### config.mk
export PLATFORM = sky130hd
export DESIGN_NAME = tlv_key_value_extractor
export DESIGN_NICKNAME = d
export VERILOG_FILES = /design/src/hw/rtl/tlvkv_pkg.sv /design/src/hw/rtl/tlv_key_value_extractor.sv /design/src/hw/rtl/tlvkv_res_fifo.sv /design/src/hw/rtl/tlvkv_parser.sv
export VERILOG_INCLUDE_DIRS = /design/src /design/src/hw/rtl
export SDC_FILE = /design/constraint.sdc
export NUM_CORES = 1
export LEC_CHECK = 0
export ABC_AREA = 1
export BUFFER_PORTS_ARGS = -buffer_cell sky130_fd_sc_hd__clkbuf_2
export CORE_AREA = 2 2 130 132
export DETAILED_ROUTE_END_ITERATION = 8
export DIE_AREA = 0 0 132 134
export GPL_TIMING_DRIVEN = 0
export PLACE_DENSITY = 0.82
export SETUP_SLACK_MARGIN = 0.5
export SYNTH_ARGS = -nofsm -noshare
export SYNTH_HDL_FRONTEND = slang
export SYNTH_HIERARCHICAL = 1
export SYNTH_SLANG_ARGS = --single-unit
### constraint.sdc
create_clock -name clk -period 7.8 [get_ports clk]
set_clock_uncertainty 0.15 [all_clocks]
set_input_delay 0.78 -clock clk [delete_from_list [all_inputs] [get_ports clk]]
set_output_delay 0.78 -clock clk [all_outputs]
set_load 0.02 [all_outputs]
### src/hw/rtl/tlv_key_value_extractor_assert.svh
`ifndef TLV_KEY_VALUE_EXTRACTOR_ASSERT_SVH
`define TLV_KEY_VALUE_EXTRACTOR_ASSERT_SVH

// Same-cycle and next-cycle implication checks, clocked on clk, held off during reset.
`ifndef NO_ASSERTIONS
`define TLVKV_ASSERT_NOW(lbl, ante, cons, msg) \
  lbl: assert property (@(posedge clk) disable iff (!rst_n) (ante) |-> (cons)) \
    else $error(msg);
`define TLVKV_ASSERT_NEXT(lbl, ante, cons, msg) \
  lbl: assert property (@(posedge clk) disable iff (!rst_n) (ante) |=> (cons)) \
    else $error(msg);
`else
`define TLVKV_ASSERT_NOW(lbl, ante, cons, msg)
`define TLVKV_ASSERT_NEXT(lbl, ante, cons, msg)
`endif

`endif

### src/hw/rtl/tlvkv_pkg.sv
package tlvkv_pkg;

  localparam int KEY_BYTES = 8;
  localparam int KEY_IDX_W = (KEY_BYTES > 1) ? $clog2(KEY_BYTES) : 1;
  localparam int KEY_TEXT_W = 64;

  localparam int CFG_IDX_W = 2;
  localparam int CFG_DATA_W = 64;

  localparam logic [CFG_IDX_W-1:0] REG_KEY_LENGTH  = 2'd0;
  localparam logic [CFG_IDX_W-1:0] REG_KEY_TEXT    = 2'd1;
  localparam logic [CFG_IDX_W-1:0] REG_VALUE_LIMIT = 2'd2;

  localparam logic [1:0] KIND_TENT  = 2'd0;
  localparam logic [1:0] KIND_FOUND = 2'd1;
  localparam logic [1:0] KIND_NONE  = 2'd2;

  localparam int RES_DEPTH = 4;
  localparam int RES_PTR_W = $clog2(RES_DEPTH);
  localparam int RES_CNT_W = $clog2(RES_DEPTH + 1);

  typedef struct packed {
    logic [1:0] kind;
    logic [7:0] value_byte;
    logic [7:0] copied_count;
    logic       end_of_run;
  } res_t;

  typedef struct packed {
    logic [1:0] n;
    res_t       r0;
    res_t       r1;
  } push_t;

endpackage

### src/hw/rtl/tlv_key_value_extractor.sv
// Channel  Dir  tdata                                  tuser      tlast
// in_      in   [7:0] data_byte                        -          last_byte
// out_     out  [7:0] value_byte, [15:8] copied_count  [1:0] kind end_of_run
// cfg_     in   write enable, index, 64-bit data       -          -
//
// One request per cycle while the queue has room: a byte is registered and parsed,
// and its results (none, one or two) are pushed into a four-entry result queue.
// Results leave one per cycle while out_tready holds; two-result bytes limit the rate.
// rst_n is synchronous, active low; it clears parse state and config registers.
// in_tready drops only while the queue has fewer than two free entries.
module tlv_key_value_extractor (
  input  logic                             clk,
  input  logic                             rst_n,
  input  logic                             cfg_we,
  input  logic [tlvkv_pkg::CFG_IDX_W-1:0]  cfg_index,
  input  logic [tlvkv_pkg::CFG_DATA_W-1:0] cfg_data,
  input  logic                             in_tvalid,
  output logic                             in_tready,
  input  logic [7:0]                       in_tdata,  // [7:0] data_byte
  input  logic                             in_tlast,
  output logic                             out_tvalid,
  input  logic                             out_tready,
  output logic [15:0]                      out_tdata, // [7:0] value_byte, [15:8] copied_count
  output logic [1:0]                       out_tuser, // [1:0] kind
  output logic                             out_tlast
);

  tlvkv_pkg::push_t push;
  tlvkv_pkg::res_t  out_res;
  logic             room;

  tlvkv_parser u_parser (
    .clk       (clk),
    .rst_n     (rst_n),
    .cfg_we    (cfg_we),
    .cfg_index (cfg_index),
    .cfg_data  (cfg_data),
    .in_tvalid (in_tvalid),
    .in_tready (in_tready),
    .in_byte   (in_tdata),
    .in_last   (in_tlast),
    .room      (room),
    .push      (push)
  );

  tlvkv_res_fifo u_res_fifo (
    .clk        (clk),
    .rst_n      (rst_n),
    .push       (push),
    .room       (room),
    .out_tvalid (out_tvalid),
    .out_tready (out_tready),
    .out_res    (out_res)
  );

  assign out_tdata = {out_res.copied_count, out_res.value_byte};
  assign out_tuser = out_res.kind;
  assign out_tlast = out_res.end_of_run;

endmodule

### src/hw/rtl/tlvkv_res_fifo.sv
`include "tlv_key_value_extractor_assert.svh"

module tlvkv_res_fifo (
  input  logic           clk,
  input  logic           rst_n,
  input  tlvkv_pkg::push_t push,
  output logic           room,
  output logic           out_tvalid,
  input  logic           out_tready,
  output tlvkv_pkg::res_t  out_res
);

  tlvkv_pkg::res_t mem_r [tlvkv_pkg::RES_DEPTH];
  logic [tlvkv_pkg::RES_PTR_W-1:0] wr_ptr_r, rd_ptr_r, wr_ptr_nxt, rd_ptr_nxt;
  logic [tlvkv_pkg::RES_PTR_W-1:0] wr_ptr_p1;
  logic [tlvkv_pkg::RES_CNT_W-1:0] cnt_r, cnt_nxt;
  logic pop;

  assign pop        = out_tvalid && out_tready;
  assign out_tvalid = (cnt_r != '0);
  assign out_res    = mem_r[rd_ptr_r];
  assign room       = (cnt_r <= tlvkv_pkg::RES_CNT_W'(tlvkv_pkg::RES_DEPTH - 2));
  assign wr_ptr_p1  = wr_ptr_r + tlvkv_pkg::RES_PTR_W'(1);

  always_comb begin
    wr_ptr_nxt = wr_ptr_r + tlvkv_pkg::RES_PTR_W'(push.n);
    rd_ptr_nxt = rd_ptr_r + tlvkv_pkg::RES_PTR_W'(pop);
    cnt_nxt    = cnt_r + tlvkv_pkg::RES_CNT_W'(push.n) - tlvkv_pkg::RES_CNT_W'(pop);
  end

  always_ff @(posedge clk) begin
    if (!rst_n) begin
      wr_ptr_r <= '0;
      rd_ptr_r <= '0;
      cnt_r    <= '0;
    end else begin
      wr_ptr_r <= wr_ptr_nxt;
      rd_ptr_r <= rd_ptr_nxt;
      cnt_r    <= cnt_nxt;
    end
  end

  always_ff @(posedge clk) begin
    if (push.n != 2'd0) begin
      mem_r[wr_ptr_r] <= push.r0;
    end
    if (push.n == 2'd2) begin
      mem_r[wr_ptr_p1] <= push.r1;
    end
  end

  `TLVKV_ASSERT_NOW(a_cnt_bound, 1'b1, cnt_r <= tlvkv_pkg::RES_CNT_W'(tlvkv_pkg::RES_DEPTH), "result queue overfilled")
  `TLVKV_ASSERT_NOW(a_push_room, push.n != 2'd0, room, "push without room")
  `TLVKV_ASSERT_NEXT(a_pop_only, pop && (push.n == 2'd0), cnt_r == $past(cnt_r) - tlvkv_pkg::RES_CNT_W'(1), "pop did not drain")

endmodule

### src/hw/rtl/tlvkv_parser.sv
`include "tlv_key_value_extractor_assert.svh"

module tlvkv_parser (
  input  logic                             clk,
  input  logic                             rst_n,
  input  logic                             cfg_we,
  input  logic [tlvkv_pkg::CFG_IDX_W-1:0]  cfg_index,
  input  logic [tlvkv_pkg::CFG_DATA_W-1:0] cfg_data,
  input  logic                             in_tvalid,
  output logic                             in_tready,
  input  logic [7:0]                       in_byte,
  input  logic                             in_last,
  input  logic                             room,
  output tlvkv_pkg::push_t                 push
);

  typedef enum logic [2:0] {
    PH_KEYLEN, PH_KEY, PH_VALLEN, PH_VALUE, PH_SKIP, PH_DONE
  } phase_t;

  logic [3:0]                        key_len_r;
  logic [tlvkv_pkg::KEY_TEXT_W-1:0]  key_text_r;
  logic [7:0]                        limit_r;

  logic       in_v_r;
  logic [7:0] in_byte_r;
  logic       in_last_r;
  logic       adv;

  phase_t     phase_r, phase_nxt;
  logic [7:0] left_r, left_nxt;
  logic [7:0] pos_r, pos_nxt;
  logic       eq_r, eq_nxt;
  logic [7:0] copied_r, copied_nxt;

  logic       tent, found, none;
  logic [7:0] lane;
  tlvkv_pkg::res_t tent_rec, end_rec;

  assign adv       = in_v_r && room;
  assign in_tready = !in_v_r || room;
  assign lane      = key_text_r[{pos_r[tlvkv_pkg::KEY_IDX_W-1:0], 3'b000} +: 8];

  always_ff @(posedge clk) begin
    if (!rst_n) begin
      key_len_r  <= '0;
      key_text_r <= '0;
      limit_r    <= '0;
    end else if (cfg_we) begin
      unique case (cfg_index)
        tlvkv_pkg::REG_KEY_LENGTH:  key_len_r  <= cfg_data[3:0];
        tlvkv_pkg::REG_KEY_TEXT:    key_text_r <= cfg_data;
        tlvkv_pkg::REG_VALUE_LIMIT: limit_r    <= cfg_data[7:0];
        default: ;
      endcase
    end
  end

  always_ff @(posedge clk) begin
    if (!rst_n) begin
      in_v_r <= 1'b0;
    end else if (in_tready) begin
      in_v_r <= in_tvalid;
    end
  end

  always_ff @(posedge clk) begin
    if (in_tready && in_tvalid) begin
      in_byte_r <= in_byte;
      in_last_r <= in_last;
    end
  end

  always_comb begin
    phase_nxt  = phase_r;
    left_nxt   = left_r;
    pos_nxt    = pos_r;
    eq_nxt     = eq_r;
    copied_nxt = copied_r;
    tent       = 1'b0;
    found      = 1'b0;
    none       = 1'b0;
    unique case (phase_r)
      PH_KEYLEN: begin
        eq_nxt    = (in_byte_r == {4'b0, key_len_r}) &&
                    (key_len_r <= 4'(tlvkv_pkg::KEY_BYTES));
        pos_nxt   = '0;
        left_nxt  = in_byte_r;
        phase_nxt = (in_byte_r == 8'd0) ? PH_VALLEN : PH_KEY;
      end
      PH_KEY: begin
        eq_nxt   = eq_r && (pos_r < 8'(tlvkv_pkg::KEY_BYTES)) && (lane == in_byte_r);
        pos_nxt  = pos_r + 8'd1;
        left_nxt = left_r - 8'd1;
        if (left_r == 8'd1) begin
          phase_nxt = PH_VALLEN;
        end
      end
      PH_VALLEN: begin
        if (eq_r) begin
          copied_nxt = '0;
          pos_nxt    = '0;
          left_nxt   = in_byte_r;
          if (in_byte_r == 8'd0) begin
            found     = 1'b1;
            phase_nxt = PH_DONE;
          end else begin
            phase_nxt = PH_VALUE;
          end
        end else if (in_byte_r == 8'd0) begin
          phase_nxt = PH_KEYLEN;
        end else begin
          left_nxt  = in_byte_r;
          phase_nxt = PH_SKIP;
        end
      end
      PH_VALUE: begin
        if (pos_r < limit_r) begin
          tent       = 1'b1;
          copied_nxt = copied_r + 8'd1;
        end
        pos_nxt  = pos_r + 8'd1;
        left_nxt = left_r - 8'd1;
        if (left_r == 8'd1) begin
          found     = 1'b1;
          phase_nxt = PH_DONE;
        end
      end
      PH_SKIP: begin
        left_nxt = left_r - 8'd1;
        if (left_r == 8'd1) begin
          phase_nxt = PH_KEYLEN;
        end
      end
      default: phase_nxt = PH_DONE;
    endcase

    // last byte: report a miss unless the key was found, then drop back to the start of a dictionary
    if (in_last_r) begin
      none       = !found && (phase_r != PH_DONE);
      phase_nxt  = PH_KEYLEN;
      left_nxt   = '0;
      pos_nxt    = '0;
      eq_nxt     = 1'b0;
      copied_nxt = '0;
    end
  end

  always_comb begin
    tent_rec.kind         = tlvkv_pkg::KIND_TENT;
    tent_rec.value_byte   = in_byte_r;
    tent_rec.copied_count = '0;
    tent_rec.end_of_run   = !(found || none);
    end_rec.kind          = found ? tlvkv_pkg::KIND_FOUND : tlvkv_pkg::KIND_NONE;
    end_rec.value_byte    = '0;
    end_rec.copied_count  = found ? (copied_r + 8'(tent)) : 8'd0;
    end_rec.end_of_run    = 1'b1;
    push.r0 = tent ? tent_rec : end_rec;
    push.r1 = end_rec;
    push.n  = adv ? (2'(tent) + 2'(found || none)) : 2'd0;
  end

  always_ff @(posedge clk) begin
    if (!rst_n) begin
      phase_r  <= PH_KEYLEN;
      left_r   <= '0;
      pos_r    <= '0;
      eq_r     <= 1'b0;
      copied_r <= '0;
    end else if (adv) begin
      phase_r  <= phase_nxt;
      left_r   <= left_nxt;
      pos_r    <= pos_nxt;
      eq_r     <= eq_nxt;
      copied_r <= copied_nxt;
    end
  end

  `TLVKV_ASSERT_NEXT(a_last_clears, adv && in_last_r, (phase_r == PH_KEYLEN) && (copied_r == 8'd0), "last byte did not clear state")
  `TLVKV_ASSERT_NOW(a_done_silent, adv && (phase_r == PH_DONE), push.n == 2'd0, "result after match")
  `TLVKV_ASSERT_NOW(a_pair_order, push.n == 2'd2, (push.r0.kind == tlvkv_pkg::KIND_TENT) && !push.r0.end_of_run, "bad result pair")

endmodule
==> flow_summary.ini <==
[route]
wl_per_cell_um = 15.6
dr.pass1.iters = 6
drc = 0
vias_per_cell = 5.57
postRouteAntennaNets = 0
drt_iter0_markers = 813
vias = 9343
totalWireLength_um = 26100

[timing]
min_period_ps = 4110
setup_viol = 0
period_share_pct = 52.6
max_slew_margin_pct = 33.7
hold_violations = 0
tightest_slew_ps = 995
hold_ws_ps = 305
rsz0062_at_grt = false
final_max_slew_viol_count = 0
setup_tns_ps = 0
max_freq_ghz = 0.244

[logic_synthesis]
synth_area_um2 = 10200
synth_top_family_by_area = simple AND/OR/NAND/NOR gates
synthAdderAreaFrac_pct = 2.53
yosys_register_bits = 197
synth-edff-count = 85
synth_compound_area_share_pct = 18.4
synth_top_cell_by_area = edfxtp_1
seq_area_frac_synth_pct = 47.0
synth_top_area_share_pct = 25.0
synth-async-reset-ratio_pct = 0
ys.flop_type = dfxtp_1
ys_warn_count = 6
synthCells = 1313
synthMuxAreaShare_pct = 0
synthXorXnorAreaFrac_pct = 1.55
yosys-top-cells-area = edfxtp_1, dfxtp_1, nand2_1
ys_types = 45
syn_avg_cell_area_um2 = 7.76
synth_simple_gate_area_share_pct = 19.9

[power_and_ir_drop]
irDropWorstVdd_uv = 179
power_density_nw_per_um2 = 224
power_leakage_nw = 4.76

[critical_path]
cp_slowest_cell = o31ai_4
setup.worst_path.start = u_parser/in_byte_r[7]$_DFFE_PP_
reg2reg_to = u_res_fifo/mem_r[1][5]$_DFFE_PP_
cp_slowest_stage_delay_ps = 610
crit_path_cell_trace = inv_1 -> nand4_1 -> nor2_1 -> ha_1 -> inv_1 -> o21ai_2 -> inv_2 -> buf_6 -> o21ai_1 -> ha_1 -> inv_1 -> nor2_1 -> nor2_1 -> o31ai_4 -> buf_8
crit_fanout = 10
endpoint_kind = flop
path_class = flop to flop
reg2reg_from = u_parser/in_byte_r[7]$_DFFE_PP_
startpoint_type = flop
cp.required_ps = 7790
r2r_cells = 15
ff2ff_setup_slack_ps = 3690
arrival_ps = 4100

[grt]
grt_pass1_vias = 8850
grt-ovfl-total = 0
grt_max_degree = 18
grt_first_pass_wirelength_um = 41800
track_usage_pct = 29.8
antenna_found_initial = 0

[clocking]
cts.sinks = 197
ctsResizeCount = 0
worstSkewPairLatency_ps = 430
cts_tree = yes
cts_buffer_depth = 2
clk_pin_slew_ps = 70
cts_hold_buf = 0
cts-root-buf = clkbuf_16
cts_setup_buffers = 0
cts_inserted_buffers = 17
h-tree-depth = 4

[hold_path]
worstHoldEndpoint = u_parser/key_text_r[26]$_SDFFE_PN0P_
worst_hold_path.num_cells = 2
hold_path.startpoint = u_parser/key_text_r[26]$_SDFFE_PN0P_
hp-class = flop to flop

[floorplan]
io_pins = 101
die_w_um = 132
die_area_um2 = 17700
rows = 47
initial_core_util_pct = 62.6
die_h_um = 134
coreArea_um2 = 16300

[cells_and_area]
drive_gt1_share_pct = 15.0
area_growth_syn_to_layout_pct = 14.9
final_nets = 1543
antenna_cells = 0
mostFrequentLayoutCells = nand2_1, o21ai_0, inv_1
utilization_pct = 71.9
final_area_um2 = 11700
layout_commonest_cell = nand2_1

[run]
maxCapViolCount = 0

[place]
place_hpwl_um = 18700
port-buffer-count = 100
placed_area_um2 = 11100
place.gp.congestion = 0.960

[status]
status = complete, no violations
-- how the worst max path moves through the flow --
| stage | cells past startpoint | slack [ps] | end |
|---|---|---|---|
| floorplan | 14 | 3590 | u_res_fifo/mem_r[0][0]$_DFFE_PP_ |
| global placement | 14 | 1990 | u_res_fifo/mem_r[3][5]$_DFFE_PP_ |
| detailed placement | 15 | 3720 | u_res_fifo/mem_r[1][4]$_DFFE_PP_ |
| CTS | 15 | 3690 | u_res_fifo/mem_r[1][2]$_DFFE_PP_ |
| global route | 15 | 3480 | u_res_fifo/mem_r[1][2]$_DFFE_PP_ |
| finish | 15 | 3690 | u_res_fifo/mem_r[1][5]$_DFFE_PP_ |
-- registers in the layout, summed over array words and instances (netlist names) --
register and flops:
u_res_fifo/mem_r 76, u_parser/key_text_r 64, u_parser/copied_r 8, u_parser/in_byte_r 8, u_parser/left_r 8, u_parser/limit_r 8, u_parser/pos_r 8, u_parser/key_len_r 4
u_parser/phase_r 3, u_res_fifo/cnt_r 3, u_res_fifo/rd_ptr_r 2, u_res_fifo/wr_ptr_r 2, u_parser/eq_r 1, u_parser/in_last_r 1, u_parser/in_v_r 1
-- per-layer routing --
layer / global-route usage [%] / routed length (um)
met5: 0 / 0
met4: 13.9 / 866
met3: 4.91 / 1860
met2: 52.1 / 12900
met1: 36.1 / 10500
-- report_power, final --
group	total, W	switching [W]	internal, W
Sequential	0.00116	0.0000345	0.00112
Clock	0.000860	0.000382	0.000479
Combinational	0.000602	0.000409	0.000193
Total	0.00262	0.000825	0.00179
-- critical path: cells and delay by family, from the launching register on --
| kind | cells | cell delay, ps |
|---|---|---|
| compound gates | 3 | 890 |
| buf+inv | 6 | 710 |
| fa+ha+maj | 2 | 340 |
| simple gates | 4 | 1200 |
| flops | 1 | 510 |
-- per-stage QoR --
stage | cells | setup slack [ps] | total power [W]
floorplan | 1320 | 3590 | 0.00158
global route | 1676 | 3480 | 0.00274
CTS | 1676 | 3690 | 0.00262
finish | 1676 | 3690 | 0.00262
global placement | 1640 | 1990 | 0.00174
detailed placement | 1644 | 3720 | 0.00176
-- cells by family (layout without fill, tap and decap cells) --
kind of cell	after synthesis	count (layout)
AOI/OAI and AO/OA	356	356
DFF	197	197
and+or+nand+nor	475	475
xor gates and xnor gates	18	18
other	2	9
buffers and inverters	245	381
adders and majority gates	20	20
-- cell type report --
type / count / area [um2]
Sequential cell: 197 / 4790
Buffer: 78 / 440
Tap cell: 220 / 275
Clock buffer: 22 / 485
Inverter: 167 / 627
Multi-Input combinational cell: 878 / 4410
Clock inverter: 10 / 95.1
Timing Repair Buffer: 104 / 586
Fill cell: 1284 / 4570
-- synthesized netlist by cell type (2+ instances only) --
library cell  count
nor3_2            2
buf_6             6
o21ai_0         154
dfxtp_1         112
a21oi_1         101
conb_1            2
edfxtp_1         85
buf_4            12
inv_1           150
a211oi_1          3
a22oi_1           2
nor3_1            7
nand3_2           6
xor2_1           12
nor2_1          135
o21ai_1          53
nand3_1          65
o22ai_1          21
clkbuf_2          6
clkbuf_1         37
xnor2_1           6
buf_8             3
nand2_1         233
o211ai_1          6
inv_2            17
o21a_1            4
nor2_2            3
o21ai_2           4
a31oi_1           3
buf_2            13
nor2_4            5
nand4_1          10
ha_1             19
o31ai_1           4
or2_1             2
Note: power is estimated with default switching activity, not from simulation.
